### config.mk
export PLATFORM = sky130hd
export DESIGN_NAME = tts_ring
export DESIGN_NICKNAME = d
export VERILOG_FILES = /design/src/rtl/tts_pkg.sv /design/src/rtl/tts_cell.sv /design/src/rtl/tts_ring.sv
export SDC_FILE = /design/constraint.sdc
export NUM_CORES = 1
export LEC_CHECK = 0
export ABC_AREA = 0
export BUFFER_PORTS_ARGS = -buffer_cell sky130_fd_sc_hd__buf_4
export CAP_MARGIN = 10
export CORE_UTILIZATION = 45
export DETAILED_ROUTE_END_ITERATION = 10
export PLACE_DENSITY = 0.68
export SLEW_MARGIN = 20
export SYNTH_ARGS = -nofsm -noshare
export SYNTH_HDL_FRONTEND = slang
export SYNTH_SLANG_ARGS = --single-unit
### constraint.sdc
create_clock -name clk -period 2.7 [get_ports clk]
set_clock_uncertainty 0.05 [all_clocks]
set_input_delay 0.81 -clock clk [delete_from_list [all_inputs] [get_ports clk]]
set_output_delay 0.81 -clock clk [all_outputs]
set_load 0.005 [all_outputs]
### src/rtl/tts_pkg.sv
// Shared types and constants of the torque table setpoint stepper.
`timescale 1ns / 1ps
package tts_pkg;

  localparam int OMEGA_POINTS_DEF = 16;
  localparam int WIND_POINTS_DEF  = 16;
  localparam int VALUE_BITS_DEF   = 16;

  localparam int KIND_BITS      = 2;
  localparam int CFG_INDEX_BITS = 2;
  localparam int CFG_DATA_BITS  = 15;
  localparam int STEP_BITS      = 15;
  localparam int COUNT_BITS     = 5;

  localparam logic [STEP_BITS-1:0]  STEP_SIZE_RESET   = 15'd51;
  localparam logic [COUNT_BITS-1:0] POINTS_USED_RESET = 5'd16;

  localparam logic [CFG_INDEX_BITS-1:0] CFG_STEP_SIZE  = 2'd0;
  localparam logic [CFG_INDEX_BITS-1:0] CFG_OMEGA_USED = 2'd1;
  localparam logic [CFG_INDEX_BITS-1:0] CFG_WIND_USED  = 2'd2;

  typedef enum logic [KIND_BITS-1:0] {
    KIND_LOAD_OMEGA  = 2'd0,
    KIND_LOAD_WIND   = 2'd1,
    KIND_LOAD_TORQUE = 2'd2,
    KIND_STEP        = 2'd3
  } kind_t;

  // Control of one breakpoint ring: load one cell, or rotate all by one place.
  typedef struct packed {
    logic load;
    logic shift;
  } ring_ctrl_t;

endpackage

### src/rtl/tts_cell.sv
// One breakpoint cell: holds a value, loads it when selected, takes its neighbor's on a shift.
`timescale 1ns / 1ps
module tts_cell #(
  parameter int VALUE_BITS = tts_pkg::VALUE_BITS_DEF
) (
  input  logic                   clk,
  input  tts_pkg::ring_ctrl_t    ctrl,
  input  logic                   sel,
  input  logic [VALUE_BITS-1:0]  load_value,
  input  logic [VALUE_BITS-1:0]  from_next,
  output logic [VALUE_BITS-1:0]  value
);

  always_ff @(posedge clk) begin
    if (ctrl.load && sel) begin
      value <= load_value;
    end else if (ctrl.shift) begin
      value <= from_next;
    end
  end

endmodule

### src/rtl/tts_ring.sv
// Ring of breakpoint cells that rotates one place per shift; cell 0 is the head.
`timescale 1ns / 1ps
module tts_ring #(
  parameter int DEPTH      = tts_pkg::OMEGA_POINTS_DEF,
  parameter int VALUE_BITS = tts_pkg::VALUE_BITS_DEF,
  parameter int IDX_BITS   = 4
) (
  input  logic                   clk,
  input  tts_pkg::ring_ctrl_t    ctrl,
  input  logic [IDX_BITS-1:0]    load_index,
  input  logic [VALUE_BITS-1:0]  load_value,
  output logic [VALUE_BITS-1:0]  head,
  output logic [VALUE_BITS-1:0]  head_next
);

  logic [VALUE_BITS-1:0] vals [DEPTH];

  for (genvar i = 0; i < DEPTH; i++) begin : g_cell
    tts_cell #(
      .VALUE_BITS(VALUE_BITS)
    ) u_cell (
      .clk       (clk),
      .ctrl      (ctrl),
      .sel       (load_index == IDX_BITS'(i)),
      .load_value(load_value),
      .from_next (vals[(i + 1) % DEPTH]),
      .value     (vals[i])
    );
  end

  assign head      = vals[0];
  assign head_next = vals[1 % DEPTH];

endmodule

==> reports/summary.txt, run 1 <==
Slew Viols, Final = 0
Fillers = 1885
Post-Place Cells = 955
layout cell share with drive strength beyond 1 = 0.583
Mapped Area = 0.0111 mm2
Synth Warn # = 0
Top delay family on crit path = flip-flops
clock tree root buffer cell = clkbuf_16
first-pass GRT wire length = 34.7 mm
Final setup viols = 0
status = completed
HPWL after detailed placement = 14.4 mm
n_diodes = 0
Total Routing Usage GR = 0.178
worst setup path class = reg2out
Ports = 55
worst hold-check path type = reg2reg
area growth from synthesis to layout = 15.0%
post-synthesis compound-gate area fraction = 0
crit-path max FO = 2
most frequent cells in the layout = edfxtp_1, mux2_2, buf_4, clkbuf_16
Slew @ Worst Pin = 0.767 ns
multiplexer area fraction after synthesis = 0.260
GR Overflow Total = 0
final worst path period need = 2.04 ns
Slew headroom = 0.489
Avg WL per Cell = 21.9 um
register area share after synthesis = 0.690
leak pwr = 0.00447 uW
worst path buffer plus inverter count = 1
Die W = 159 um
CP cell instances = buf_4
Multi-input gate area = 0.00316 mm2
clock latency on the worst-skew pair = 0.52 ns
CP max-delay cell = edfxtp_1
main combinational cell family by area after synthesis = multiplexers
Post-CTS Setup Bufs = 0
Core ar. = 0.0243 mm2
Site Rows = 57
max cap viols = 0
cts repair resizes = 0
Largest register FFs = 256
final WL = 22.0 mm
DP Worst Slack = 0.169 ns
Mapped Avg Cell Area = 18.9 um2
Top Registers = g_cell.u_cell.value: 256 flops
TritonCTS clock tree = yes
Starting Density = 0.458
Final Core Density = 0.527
H-tree level count = 1
Synth Area in Adders = 0
Yosys cell types = 20
Synthesized Nets = 613
Worst VDD drop = 0.423 mV
FMAX = 490 MHz
Final WS setup = 0.659 ns
hold_ws = 0.495 ns
PortBufs = 54
total CTS buffers = 26
DR iter-0 viols = 404
initial antenna violation count = 1
PwrDens = 710 mW/mm2
setup tns final = 0 ns
RSZ-0062 raised after global routing = false
Sink Count = 256
vias per cell = 5.44
Post-Synth XOR/XNOR Area = 0
die height = 159 um
DR pass1 iterations = 4
vias in the first global route = 5756
Longest Clk Path Bufs = 3
routability cong. = 0.817
Period Utilization, post-route = 0.756
total number of vias = 5458
Mapped Cells = 590
# DRC = 0
Top reg by flops = g_cell.u_cell.value
Crit path required time = 1.84 ns
register area = 0.00769 mm2
Worst-path clk slew = 0.06 ns
Final #Nets = 682
hold buffers post-CTS = 0
post-synthesis simple-gate area fraction = 0.0239
commonest non-fill, non-tap cell in the layout = edfxtp_1
largest net degree at the start of global routing = 18
WP data arrival = 1.18 ns
Layout Cells excl Fill = 1003
Die Area = 0.0254 mm2
antenna viol nets, final = 0
Slowest Stage Delay on Critical Path = 0.48 ns
CP endpoint kind = output port
post-synthesis register bit count = 256
Fin. Hold Viols = 0
type of origin of the critical path = flop
-- cell usage after synthesis (all sizes together) --
cell type,count,share of area
edfxtp,256,0.69
mux2,256,0.26
buf,21,0.021
clkbuf,17,0.0057
nand2b,10,0.0056
nor2,10,0.0054
or2,10,0.0056
nand3b,3,0.0024
nand2,2,0.00090
or2b,2,0.0013
and3,1,0.00056
nand3,1,0.00045
nor3b,1,0.0017
-- per-stage QoR --
step	area [um2]	total power, uW
floorplan	11100	5250
global placement	12000	5510
detailed placement	12000	5530
CTS	12800	9180
global route	12800	9390
finish	12800	9110
-- cells by family after synthesis --
family                 Yosys count
muxes                          256
DFF                            256
and+or+nand+nor                 40
buffers and inverters           38
-- layout make-up --
cell class              instances  area share
multi-input cells             296       0.247
well taps                     324      0.0316
clock buffers                  32      0.0542
flip-flops and latches        256       0.600
repair buffers                 79      0.0541
clock inverters                16      0.0139
-- worst paths after layout --
| check | startpoint | to | slack (ns) | cells past startpoint |
|---|---|---|---|---|
| worst max-delay path | g_cell[1].u_cell.value[14] | head_next[14] | 0.66 | 1 |
| worst min register to register | g_cell[4].u_cell.value[12] | g_cell[3].u_cell.value[12] | 0.50 | 1 |
| worst max register to register | g_cell[1].u_cell.value[14] | g_cell[0].u_cell.value[14] | 1.62 | 1 |
| worst min-delay path | g_cell[4].u_cell.value[12] | g_cell[3].u_cell.value[12] | 0.50 | 1 |
-- report_power, final --
part	switching, uW	total [uW]	leakage, uW	internal (uW)
Clock	1450	3660	0.000429	2200
Sequential	100	4830	0.00251	4730
Combinational	304	622	0.00152	318
Total	1860	9110	0.00447	7250
-- metal layers --
| metal | vias up | global-route usage | part of all wire |
|---|---|---|---|
| met5 | - | 0 | 0 |
| met4 | 0 | 0.0328 | 0.016 |
| met3 | 34 | 0.0300 | 0.046 |
| met2 | 147 | 0.293 | 0.49 |
| met1 | 2837 | 0.250 | 0.45 |
| li1 | 2440 | - | - |
Power figures use the tool's default switching activity.
==> run 2, diff against run 1 <==
Settings changed: ABC_AREA 0 to 1, PLACE_DENSITY 0.68 to 0.67.
Clock period 2.7 ns to 1.9 ns, I/O delays scaled along.
==> run 2 against run 1 <==
  * Area after synthesis grew 6.8%
  * Sequential power increased by 43%
  * Non-clock buffer count up 33
  * Critical path depth is the same
  * Flip-flop and latch count did not move
  * Setup slack worse by 0.55 ns
  * Routed wire length is 35% higher
  * Largest power group unchanged
==> reports/summary.txt, run 2 <==
status = completed
max cap viols = 0 (unchanged)
Starting Density = 0.458 (about the same)
total CTS buffers = 27 (+3.8%)
Die Area = 0.0271 mm2 (+6.7%)
vias in the first global route = 8154 (+42%)
Logic pwr share = 0.091 (+0.023)
Ports = 55 (unchanged)
asr flop ratio synth = 0 (unchanged)
HPWL after detailed placement = 18.9 mm (+32%)
Final setup viols = 0 (unchanged)
multiplexer area fraction after synthesis = 0 (-0.260)
Synth Area in Adders = 0 (unchanged)
Synthesized Nets = 1230 (+100%)
H-tree level count = 1 (unchanged)
total number of vias = 8481 (+55%)
Slew @ Worst Pin = 1.04 ns (+0.272 ns)
Post-Synth XOR/XNOR Area = 0 (unchanged)
initial antenna violation count = 0 (-1)
CP endpoint kind = output port
main combinational cell family by area after synthesis = simple AND/OR/NAND/NOR gates
layout cell share with drive strength beyond 1 = 0.153 (-0.430)
Int Pwr = 10100 uW (+40%)
number of synthesized flops with an enable pin = 256 (unchanged)
Slew headroom = 0.305 (-0.184)
hold buffers post-CTS = 0 (unchanged)
Slowest Stage Delay on Critical Path = 0.46 ns (-0.02 ns)
DR iter-0 viols = 855 (+110%)
worst hold-check path type = reg2reg
Mapped Cells = 1207 (+100%)
DR pass1 iterations = 5 (+1)
switching power = 3050 uW (+64%)
final WL = 29.6 mm (+35%)
Avg WL per Cell = 18.4 um (-16%)
Total Routing Usage GR = 0.224 (+0.0468)
Net Sw Frac = 0.231 (+0.0271)
WP data arrival = 1.17 ns (about the same)
Slew Viols, Final = 0 (unchanged)
commonest non-fill, non-tap cell in the layout = nand2_1
routability cong. = 0.795 (-2.6%)
# DRC = 0 (unchanged)
area growth from synthesis to layout = 16.4%
Post-Place Cells = 1566 (+64%)
Fillers = 2288 (+21%)
sequential fraction of design power = 0.523 (-0.007)
type of origin of the critical path = flop
PortBufs = 54 (unchanged)
post-synthesis simple-gate area fraction = 0.283 (+0.259)
antenna viol nets, final = 0 (unchanged)
Core ar. = 0.0260 mm2 (+6.8%)
Top reg by flops = g_cell.u_cell.value
Longest Clk Path Bufs = 3 (unchanged)
Synth Warn # = 0 (unchanged)
clock tree root buffer cell = clkbuf_16
Area contributors post-synth = edfxtp_1, nand2_1, nand4_1
Worst-path clk slew = 0.06 ns (about the same)
synth cell count leaders = nand2_1, edfxtp_1, nand4_1
register area share after synthesis = 0.646 (-0.0437)
crit-path max FO = 2 (unchanged)
Post-CTS Setup Bufs = 0 (unchanged)
most frequent cell after synthesis = nand2_1
GR Overflow Total = 0 (unchanged)
Site Rows = 59 (+3.5%)
Worst VDD drop = 0.609 mV (+44%)
Top delay family on crit path = flip-flops
final worst path period need = 1.79 ns
hold_ws = 0.465 ns (-0.0299 ns)
clock latency on the worst-skew pair = 0.52 ns (about the same)
RSZ-0062 raised after global routing = false
Post-synth top flop = edfxtp_1
Fin. Hold Viols = 0 (unchanged)
FMAX = 560 MHz
largest net degree at the start of global routing = 33 (+15)
Power Total = 13200 uW (+45%)
cts repair resizes = 0 (unchanged)
most frequent cells in the layout = nand2_1, edfxtp_1, buf_4, nand4_1, inv_1
clock share of power = 0.386 (-0.016)
area leader, netlist = edfxtp_1
CP cell instances = buf_4
first-pass GRT wire length = 46.0 mm (+33%)
Top Registers = g_cell.u_cell.value: 256 flops
Yosys top cell area share = 0.646 (-0.0437)
worst path buffer plus inverter count = 1 (unchanged)
n_diodes = 0 (unchanged)
Layout Cells excl Fill = 1612 (+61%)
Sink Count = 256 (unchanged)
Crit path required time = 1.28 ns (-0.56 ns)
Final Core Density = 0.533 (+0.00574)
vias per cell = 5.26 (-3.3%)
CP max-delay cell = edfxtp_1
Die W = 165 um (+3.3%)
worst setup path class = reg2out
die height = 165 um (+3.3%)
Mapped Area = 0.0119 mm2 (+6.8%)
Mapped Avg Cell Area = 9.86 um2 (-48%)
PwrDens = 953 mW/mm2 (+34%)
TritonCTS clock tree = yes
Largest register FFs = 256 (unchanged)
post-synthesis register bit count = 256 (unchanged)
Yosys cell types = 21 (+5.0%)
Final #Nets = 1283 (+88%)
leak pwr = 0.00601 uW (+35%)
post-synthesis compound-gate area fraction = 0.0210 (+0.0210)
Period Utilization, post-route = 0.940
==> run 2: cell types whose count changed after synthesis, sizes merged, moves of 3 or more <==
cell,previous run,this run
or2,10,0
nand4,0,64
buf,21,53
nor2,10,18
clkbuf,17,35
nand2,2,699
inv,0,38
nand3,1,9
o21bai,0,32
nand3b,3,0
mux2,256,0
nand2b,10,0
==> run 2: final cells by class <==
| cell class | instances | area [um2] | area share |
|---|---|---|---|
| Timing Repair Buffer | 112 | 1120 | 0.0806 |
| Multi-Input combinational cell | 824 | 3650 | 0.263 |
| Sequential cell | 256 | 7690 | 0.555 |
| Tap cell | 335 | 419 | 0.0303 |
| Clock buffer | 32 | 694 | 0.0501 |
| Clock inverter | 14 | 138 | 0.00994 |
| Inverter | 39 | 148 | 0.0107 |
==> run 2: metal layers <==
| layer | up-vias | wire length, um | GRT usage |
|---|---|---|---|
| met5 | - | 0 | 0 |
| met4 | 0 | 770 | 0.0680 |
| met3 | 51 | 1840 | 0.0259 |
| met2 | 282 | 14300 | 0.371 |
| met1 | 4082 | 12700 | 0.311 |
| li1 | 4066 | - | - |
==> run 2: tightest hold or removal path, cell delays in order (launching register included) <==
cell and delay (ns):
edfxtp_1 0.32, nand2_1 0.05, nand2_1 0.04
==> run 2: kinds of logic after synthesis <==
kind of cell / after synthesis
AO/OA/AOI/OAI: 34
AND/OR/NAND/NOR: 790
flip-flops: 256
buffers and inverters: 127
==> run 2: path summary, 6_finish.rpt <==
path	endpoint	from	slack, ns	cells past startpoint
worst max register to register	g_cell[6].u_cell.value[8]	g_cell[7].u_cell.value[8]	0.92	3
worst max-delay path	head_next[3]	g_cell[1].u_cell.value[3]	0.11	1
worst min register to register	g_cell[14].u_cell.value[11]	g_cell[15].u_cell.value[11]	0.47	2
worst min-delay path	g_cell[14].u_cell.value[11]	g_cell[15].u_cell.value[11]	0.47	2
==> run 2: power groups by stage <==
stage / Clock, uW / Combinational, uW / Sequential, uW
after floorplan: 0 / 698 / 6950
after global placement: 0 / 1170 / 7020
after detailed placement: 0 / 1200 / 7010
after CTS: 5130 / 1210 / 6900
after global routing: 5340 / 1320 / 6930
final: 5100 / 1200 / 6900
==> run 2: metrics by stage <==
| stage | setup TNS, ns | setup slack, ns | instance area [um2] |
|---|---|---|---|
| 3_5_place_dp | -2.99 | -0.153 | 13000 |
| 3_3_place_gp | -2.88 | -0.113 | 13000 |
| 2_1_floorplan | -11.37 | -0.0976 | 11900 |
| 5_1_grt | 0 | 0.0930 | 13800 |
| 6_report | 0 | 0.113 | 13800 |
| 4_1_cts | 0 | 0.110 | 13800 |
